[src/rtl/prrt_pkg.sv]
// Package for the pending request resend table.
// Holds field widths, action and result codes, and the request, result and
// table entry types. No dependencies.
package prrt_pkg;

  localparam int unsigned ENTRIES_DEF = 16;
  localparam int unsigned ID_BITS     = 16;
  localparam int unsigned HANDLE_BITS = 32;
  localparam int unsigned COUNT_BITS  = 8;

  localparam logic [1:0] ACT_SEND   = 2'd0;
  localparam logic [1:0] ACT_ACK    = 2'd1;
  localparam logic [1:0] ACT_TICK   = 2'd2;
  // Unused action code: dropped with no results.
  localparam logic [1:0] ACT_UNUSED = 2'd3;

  localparam logic [2:0] KIND_TRANSMIT    = 3'd0;
  localparam logic [2:0] KIND_RETRANSMIT  = 3'd1;
  localparam logic [2:0] KIND_NO_RESPONSE = 3'd2;
  localparam logic [2:0] KIND_DUPLICATE   = 3'd3;
  localparam logic [2:0] KIND_FULL        = 3'd4;

  localparam logic [COUNT_BITS-1:0] MAX_RESEND_RST = 8'd3;

  typedef struct packed {
    logic [1:0]             action;
    logic [ID_BITS-1:0]     request_id;
    logic [HANDLE_BITS-1:0] payload_handle;
  } req_t;

  typedef struct packed {
    logic [2:0]             result_kind;
    logic [ID_BITS-1:0]     result_id;
    logic [HANDLE_BITS-1:0] result_handle;
    logic                   last;
  } res_t;

  typedef struct packed {
    logic [COUNT_BITS-1:0]  resends;
    logic [ID_BITS-1:0]     id;
    logic [HANDLE_BITS-1:0] handle;
  } entry_t;

endpackage

[src/rtl/prrt_ram.sv]
// Generic single-clock RAM: one write port, one read port with registered,
// enabled read data. No dependencies.
module prrt_ram #(
  parameter int unsigned WIDTH = 8,
  parameter int unsigned DEPTH = 16,
  localparam int unsigned AW = (DEPTH > 1) ? $clog2(DEPTH) : 1
) (
  input  logic             clk_i,
  input  logic             we_i,
  input  logic [AW-1:0]    waddr_i,
  input  logic [WIDTH-1:0] wdata_i,
  input  logic             re_i,
  input  logic [AW-1:0]    raddr_i,
  output logic [WIDTH-1:0] rdata_o
);

  logic [WIDTH-1:0] mem [DEPTH];
  logic [WIDTH-1:0] rdata_q;

  always_ff @(posedge clk_i) begin
    if (we_i) begin
      mem[waddr_i] <= wdata_i;
    end
    if (re_i) begin
      rdata_q <= mem[raddr_i];
    end
  end

  assign rdata_o = rdata_q;

endmodule

[src/rtl/pending_request_resend_table_core.sv]
// Pending request resend table: top level with scan sequencer and valid bits.
// Depends on prrt_pkg and prrt_ram (entry id, handle and count storage).
//
//   channel   direction  handshake                     payload
//   in        input      in_valid_i / in_ready_o       in_req_i  (prrt_pkg::req_t)
//   out       output     out_valid_o / out_ready_i     out_res_o (prrt_pkg::res_t)
//   cfg       input      cfg_we_i                      cfg_wdata_i (max_resend)
//
// Every request but an unused action scans all ENTRIES slots through the entry
// RAM read port, one slot a cycle unless a tick scan stalls, pipelined: an accept
// step, the scan, then one or two results for a send. An unused action is
// dropped on acceptance. A tick writes each updated count back behind the scan.
// Reset clears the valid bits and the output valid; no clearing pass.
// A full output register stalls a tick scan and holds a send's result cycles;
// a new request is taken after the scan and any send results, even while one waits.
module pending_request_resend_table_core #(
  parameter int unsigned ENTRIES = prrt_pkg::ENTRIES_DEF
) (
  input  logic                                clk_i,
  input  logic                                rst_ni,
  input  logic                                in_valid_i,
  output logic                                in_ready_o,
  input  prrt_pkg::req_t                      in_req_i,
  output logic                                out_valid_o,
  input  logic                                out_ready_i,
  output prrt_pkg::res_t                      out_res_o,
  input  logic                                cfg_we_i,
  input  logic [prrt_pkg::COUNT_BITS-1:0]     cfg_wdata_i
);

  localparam int unsigned AW = (ENTRIES > 1) ? $clog2(ENTRIES) : 1;
  localparam int unsigned CW = $clog2(ENTRIES + 1);

  localparam logic [1:0] S_IDLE = 2'd0;
  localparam logic [1:0] S_SCAN = 2'd1;
  localparam logic [1:0] S_TX   = 2'd2;
  localparam logic [1:0] S_ERR  = 2'd3;

  logic [1:0]                        state_q, state_d;
  prrt_pkg::req_t                    req_q, req_d;
  logic [CW-1:0]                     rd_cnt_q, rd_cnt_d;
  logic                              ev_vld_q, ev_vld_d;
  logic [AW-1:0]                     ev_idx_q, ev_idx_d;
  logic                              dup_q, dup_d;
  logic                              free_found_q, free_found_d;
  logic [AW-1:0]                     free_idx_q, free_idx_d;
  logic [ENTRIES-1:0]                valid_q, valid_d;
  logic [prrt_pkg::COUNT_BITS-1:0]   max_resend_q;
  logic                              out_valid_q, out_valid_d;
  prrt_pkg::res_t                    out_q, out_d;

  logic                              ram_we;
  logic [AW-1:0]                     ram_waddr;
  prrt_pkg::entry_t                  ram_wdata;
  logic                              ram_re;
  logic [AW-1:0]                     ram_raddr;
  prrt_pkg::entry_t                  ram_rdata;

  logic                              can_load;
  logic                              ev_hit;
  logic                              stall;
  logic                              more_after;
  logic [ENTRIES-1:0]                after_mask;

  prrt_ram #(
    .WIDTH ($bits(prrt_pkg::entry_t)),
    .DEPTH (ENTRIES)
  ) u_ram (
    .clk_i   (clk_i),
    .we_i    (ram_we),
    .waddr_i (ram_waddr),
    .wdata_i (ram_wdata),
    .re_i    (ram_re),
    .raddr_i (ram_raddr),
    .rdata_o (ram_rdata)
  );

  assign can_load = !out_valid_q || out_ready_i;
  assign ev_hit   = ev_vld_q && valid_q[ev_idx_q];
  assign stall    = ev_hit && (req_q.action == prrt_pkg::ACT_TICK) && !can_load;

  // Any valid slot beyond the one under evaluation decides the last flag.
  always_comb begin
    for (int j = 0; j < ENTRIES; j++) begin
      after_mask[j] = (j > int'(ev_idx_q));
    end
  end
  assign more_after = |(valid_q & after_mask);

  always_comb begin
    state_d      = state_q;
    req_d        = req_q;
    rd_cnt_d     = rd_cnt_q;
    ev_vld_d     = ev_vld_q;
    ev_idx_d     = ev_idx_q;
    dup_d        = dup_q;
    free_found_d = free_found_q;
    free_idx_d   = free_idx_q;
    valid_d      = valid_q;
    out_valid_d  = out_valid_q && !out_ready_i;
    out_d        = out_q;
    ram_we       = 1'b0;
    ram_waddr    = ev_idx_q;
    ram_wdata    = ram_rdata;
    ram_re       = 1'b0;
    ram_raddr    = rd_cnt_q[AW-1:0];
    in_ready_o   = 1'b0;

    unique case (state_q)
      S_IDLE: begin
        in_ready_o = 1'b1;
        if (in_valid_i) begin
          req_d        = in_req_i;
          rd_cnt_d     = '0;
          ev_vld_d     = 1'b0;
          dup_d        = 1'b0;
          free_found_d = 1'b0;
          // Unused action code: drop the request.
          if (in_req_i.action != prrt_pkg::ACT_UNUSED) begin
            state_d = S_SCAN;
          end
        end
      end

      S_SCAN: begin
        if (!stall) begin
          if (rd_cnt_q != CW'(ENTRIES)) begin
            ram_re   = 1'b1;
            rd_cnt_d = rd_cnt_q + 1'b1;
            ev_vld_d = 1'b1;
            ev_idx_d = rd_cnt_q[AW-1:0];
          end else begin
            ev_vld_d = 1'b0;
            state_d  = (req_q.action == prrt_pkg::ACT_SEND) ? S_TX : S_IDLE;
          end

          if (ev_vld_q) begin
            case (req_q.action)
              prrt_pkg::ACT_SEND: begin
                if (ev_hit && ram_rdata.id == req_q.request_id) begin
                  dup_d = 1'b1;
                end
                if (!valid_q[ev_idx_q] && !free_found_q) begin
                  free_found_d = 1'b1;
                  free_idx_d   = ev_idx_q;
                end
              end
              prrt_pkg::ACT_ACK: begin
                if (ev_hit && ram_rdata.id == req_q.request_id) begin
                  valid_d[ev_idx_q] = 1'b0;
                end
              end
              prrt_pkg::ACT_TICK: begin
                if (ev_hit) begin
                  out_valid_d         = 1'b1;
                  out_d.result_id     = ram_rdata.id;
                  out_d.result_handle = ram_rdata.handle;
                  out_d.last          = !more_after;
                  if (ram_rdata.resends < max_resend_q) begin
                    out_d.result_kind = prrt_pkg::KIND_RETRANSMIT;
                    ram_we            = 1'b1;
                    ram_wdata.resends = ram_rdata.resends + 1'b1;
                  end else begin
                    out_d.result_kind = prrt_pkg::KIND_NO_RESPONSE;
                  end
                end
              end
              default: begin
              end
            endcase
          end
        end
      end

      S_TX: begin
        if (can_load) begin
          out_valid_d         = 1'b1;
          out_d.result_kind   = prrt_pkg::KIND_TRANSMIT;
          out_d.result_id     = req_q.request_id;
          out_d.result_handle = req_q.payload_handle;
          out_d.last          = !dup_q && free_found_q;
          if (dup_q || !free_found_q) begin
            state_d = S_ERR;
          end else begin
            ram_we            = 1'b1;
            ram_waddr         = free_idx_q;
            ram_wdata.resends = '0;
            ram_wdata.id      = req_q.request_id;
            ram_wdata.handle  = req_q.payload_handle;
            valid_d[free_idx_q] = 1'b1;
            state_d           = S_IDLE;
          end
        end
      end

      S_ERR: begin
        if (can_load) begin
          out_valid_d         = 1'b1;
          out_d.result_kind   = dup_q ? prrt_pkg::KIND_DUPLICATE : prrt_pkg::KIND_FULL;
          out_d.result_id     = req_q.request_id;
          out_d.result_handle = req_q.payload_handle;
          out_d.last          = 1'b1;
          state_d             = S_IDLE;
        end
      end

      default: begin
        state_d = S_IDLE;
      end
    endcase
  end

  always_ff @(posedge clk_i or negedge rst_ni) begin
    if (!rst_ni) begin
      state_q      <= S_IDLE;
      rd_cnt_q     <= '0;
      ev_vld_q     <= 1'b0;
      dup_q        <= 1'b0;
      free_found_q <= 1'b0;
      valid_q      <= '0;
      max_resend_q <= prrt_pkg::MAX_RESEND_RST;
      out_valid_q  <= 1'b0;
    end else begin
      state_q      <= state_d;
      rd_cnt_q     <= rd_cnt_d;
      ev_vld_q     <= ev_vld_d;
      dup_q        <= dup_d;
      free_found_q <= free_found_d;
      valid_q      <= valid_d;
      out_valid_q  <= out_valid_d;
      if (cfg_we_i) begin
        max_resend_q <= cfg_wdata_i;
      end
    end
  end

  always_ff @(posedge clk_i) begin
    req_q      <= req_d;
    ev_idx_q   <= ev_idx_d;
    free_idx_q <= free_idx_d;
    out_q      <= out_d;
  end

  assign out_valid_o = out_valid_q;
  assign out_res_o   = out_q;

endmodule

[config.mk]
export PLATFORM = sky130hd
export DESIGN_NAME = pending_request_resend_table_core
export DESIGN_NICKNAME = d
export VERILOG_FILES = /design/src/rtl/prrt_pkg.sv /design/src/rtl/prrt_ram.sv /design/src/rtl/pending_request_resend_table_core.sv
export SDC_FILE = /design/constraint.sdc
export NUM_CORES = 1
export LEC_CHECK = 0
export ABC_AREA = 0
export BUFFER_PORTS_ARGS = -buffer_cell sky130_fd_sc_hd__buf_2
export CAP_MARGIN = 30
export CORE_UTILIZATION = 30
export DETAILED_ROUTE_END_ITERATION = 8
export GPL_TIMING_DRIVEN = 0
export REMOVE_ABC_BUFFERS = 1
export SLEW_MARGIN = 15
export SYNTH_ARGS = -nofsm -noshare
export SYNTH_HDL_FRONTEND = slang
export SYNTH_HIERARCHICAL = 1
export SYNTH_SLANG_ARGS = --single-unit
[constraint.sdc]
create_clock -name clk_i -period 7.3 [get_ports clk_i]
set_clock_uncertainty 0.1 [all_clocks]
set_input_delay 0.73 -clock clk_i [delete_from_list [all_inputs] [get_ports clk_i]]
set_output_delay 0.73 -clock clk_i [all_outputs]
set_load 0.01 [all_outputs]
==> out/metrics.cfg <==
[timing]
hold_viol=0
fin_crit_sh_pct=68.2
rsz0062_at_grt=no
max_slew.worst_pin.slew_ps=927
holdWs_ps=55.5
tns_ps=0
maxSlewViolCount=0
relSlewSlack_pct=37.8
max_freq_mhz=201
min_period_ps=4980
finalSetupViolations=0

[synthesis]
synth_edf_count=1062
yosys_warnings=6
synth_area_per_cell_sq_um=21.0
yosysTopAreaCell=edfxtp_1
ys_seq_area_share_pct=76.9
yosys-top-cells-count=edfxtp_1, mux4_2, a22oi_1
synth_top_area_share_pct=74.9
synth_cells=2024
synth_area_leaders=edfxtp_1, mux4_2, mux2_2
synth_ff_type=edfxtp_1
ys_types=60
synth_most_common_cell=edfxtp_1
async_flop_share_pct=3.19
ys_ff_latch=1097
netlist_area_sq_um=42600

[outcome]
status=finished, final reports clean

[cells_and_area]
fin_nets=2338
antennaDiodeCount=0
area_growth_pct=18.9
final_cell_area_sq_um=50600
drive_gt1_share_pct=31.7
fillCellCount=12790

[place]
portBuffers=116
gp_congestion=0.756
hpwl_mm=66.5
placed_cell_area_sq_um=47100

[cts]
htreeDepth=3
numCtsBuffers=110
clock_latency_ps=680
clk_pin_slew_ps=60
clock-sinks=1097
clockRootBuffer=clkbuf_16
cts_hold_buf=0
postCtsSetupBuffers=0
cts_tree=done
cts-resized-gates=0
cts.path.max_buffers=3

[routing]
ant_nets=0
drc_errors=0
first_pass_iters=5
wl_mm=101
vias=20961
drt_iter0_drc=2168
vias_per_cell=4.96
wl_per_cell_um=24.0

[floorplanning]
die_w_um=379
die_area_sq_um=143000
die_h_um=379
start_util_pct=30.4
coreArea_sq_um=140000
io_pins=117
rows=137

[worst_setup_path]
worstPathMaxFanout=19
critPathRequiredTime_ps=7600
worst-r2r-setup-slack_ps=2320
worstPathArrival_ps=5280
startpoint_type=flop
critPathKind=flop to flop
end_kind=flop

[power_and_ir_drop]
leakage_nw=16.1
finalPower_mw=19.9
p_per_area_nw_per_um2=393
ir_drop_v=0.000247

[job]
max_cap_violations=0

[global_routing]
grt_max_degree=53
antenna_found_initial=3
overflow=0
grt_pass1_vias=21726
grt_pass1_wl_mm=148
grt_usage_pct=14.1

[hold_path]
hp-class=input pin to asynchronous set/reset pin

==> final cells by class <==
class | instances | area, sq um | share of cell area (%)
clock buffer | 129 | 2870 | 5.66
clock inverter | 75 | 623 | 1.23
inverter | 19 | 71.3 | 0.141
multi-input combinational | 806 | 9370 | 18.5
sequential | 1097 | 32800 | 64.7
tap | 1876 | 2350 | 4.64
timing repair buffer | 227 | 2560 | 5.06
==> through the flow <==
| stage | setup slack, ps | utilization, % | instances |
|---|---|---|---|
| 6_report | 2320 | 36.1 | 4229 |
| 5_1_grt | 2120 | 36.1 | 4229 |
| 4_1_cts | 2360 | 36.1 | 4227 |
| 3_5_place_dp | 2360 | 33.6 | 4023 |
| 3_3_place_gp | -9750 | 32.1 | 3914 |
| 2_1_floorplan | -4110 | - | 1922 |
==> power by group <==
part           switching (mW)  internal [mW]  leakage (nW)  total (mW)
clock network            2.36           3.06          1.69        5.42
registers               0.448           8.58          10.1        9.03
logic                    3.14           2.30          4.30        5.44
==> registers in the layout, summed over array words and instances, names as in the netlist <==
signal and flops:
rd_cnt_q 5, out_valid_o 1, dup_q 1, req_q 50, valid_q 16, free_found_q 1
u_ram/rdata_o 56, ev_vld_q 1, state_q 2, out_res_o 52, free_idx_q 4, ev_idx_q 4
u_ram/mem 896, max_resend_q 8
==> path summary, 6_finish.rpt <==
kind / startpoint / endpoint / cells past startpoint
min in group clk_i: in_req_i[26] / req_q[26] / 1
max in group asynchronous: rst_ni / rd_cnt_q[0] / 1
min: rst_ni / max_resend_q[6] / 1
max: ev_idx_q[2] / u_ram/mem[0][2] / 13
min reg2reg: valid_q[1] / valid_q[1] / 2
max reg2reg: ev_idx_q[2] / u_ram/mem[0][2] / 13
==> worst max-delay path, stage by stage (launching register included) <==
cell and delay (ps):
edfxtp_1 870, mux2_2 300, a2bb2oi_1 260, a32o_2 300, and4_1 300, a21oi_1 90, nor2b_1 430, or3b_2 620
nor3_2 470, buf_4 260, buf_4 200, buf_6 180, buf_6 160, buf_6 140
==> logic make-up (layout without fill, tap and decap cells) <==
family	count (synthesis)	count (layout)	synth area share [%]
AO/OA/AOI/OAI	218	218	3.56
XOR/XNOR	16	16	0.329
adder cells (fa/ha/maj)	15	15	0.435
buffers and inverters	121	450	1.43
flip-flops	1097	1097	76.9
multiplexers	335	335	14.8
AND/OR/NAND/NOR	222	222	2.49
==> metal layers <==
metal	vias up	track usage (%)	part of all wire (%)
met4	4	3.09	1.8
met3	137	2.54	7.1
met2	789	23.5	49
li1	8935	-	-
met5	-	0	0.028
met1	11096	19.1	42
==> cell usage in the layout, fill, tap and decap left out, drive strengths merged, types with 3 or more instances in the layout <==
cell type and n:
nor4 6, a21oi 30, mux2i 4, nand3b 3, mux2 106, inv 25, or3 7, bufinv 7
buf 226, ha 14, clkbuf 130, nor3 14, nand3 12, and3 3, and2 6, nand2 93
nand4 5, nand2b 11, clkinvlp 5, xor2 16, a31oi 12, a22oi 115, edfxtp 1062, clkinv 57
nor2 35, o22ai 5, o21ai 26, o31ai 4, mux4 225, dfrtp 33, nor2b 14, o211ai 5
or4 5
Power figures use the tool's default switching activity.
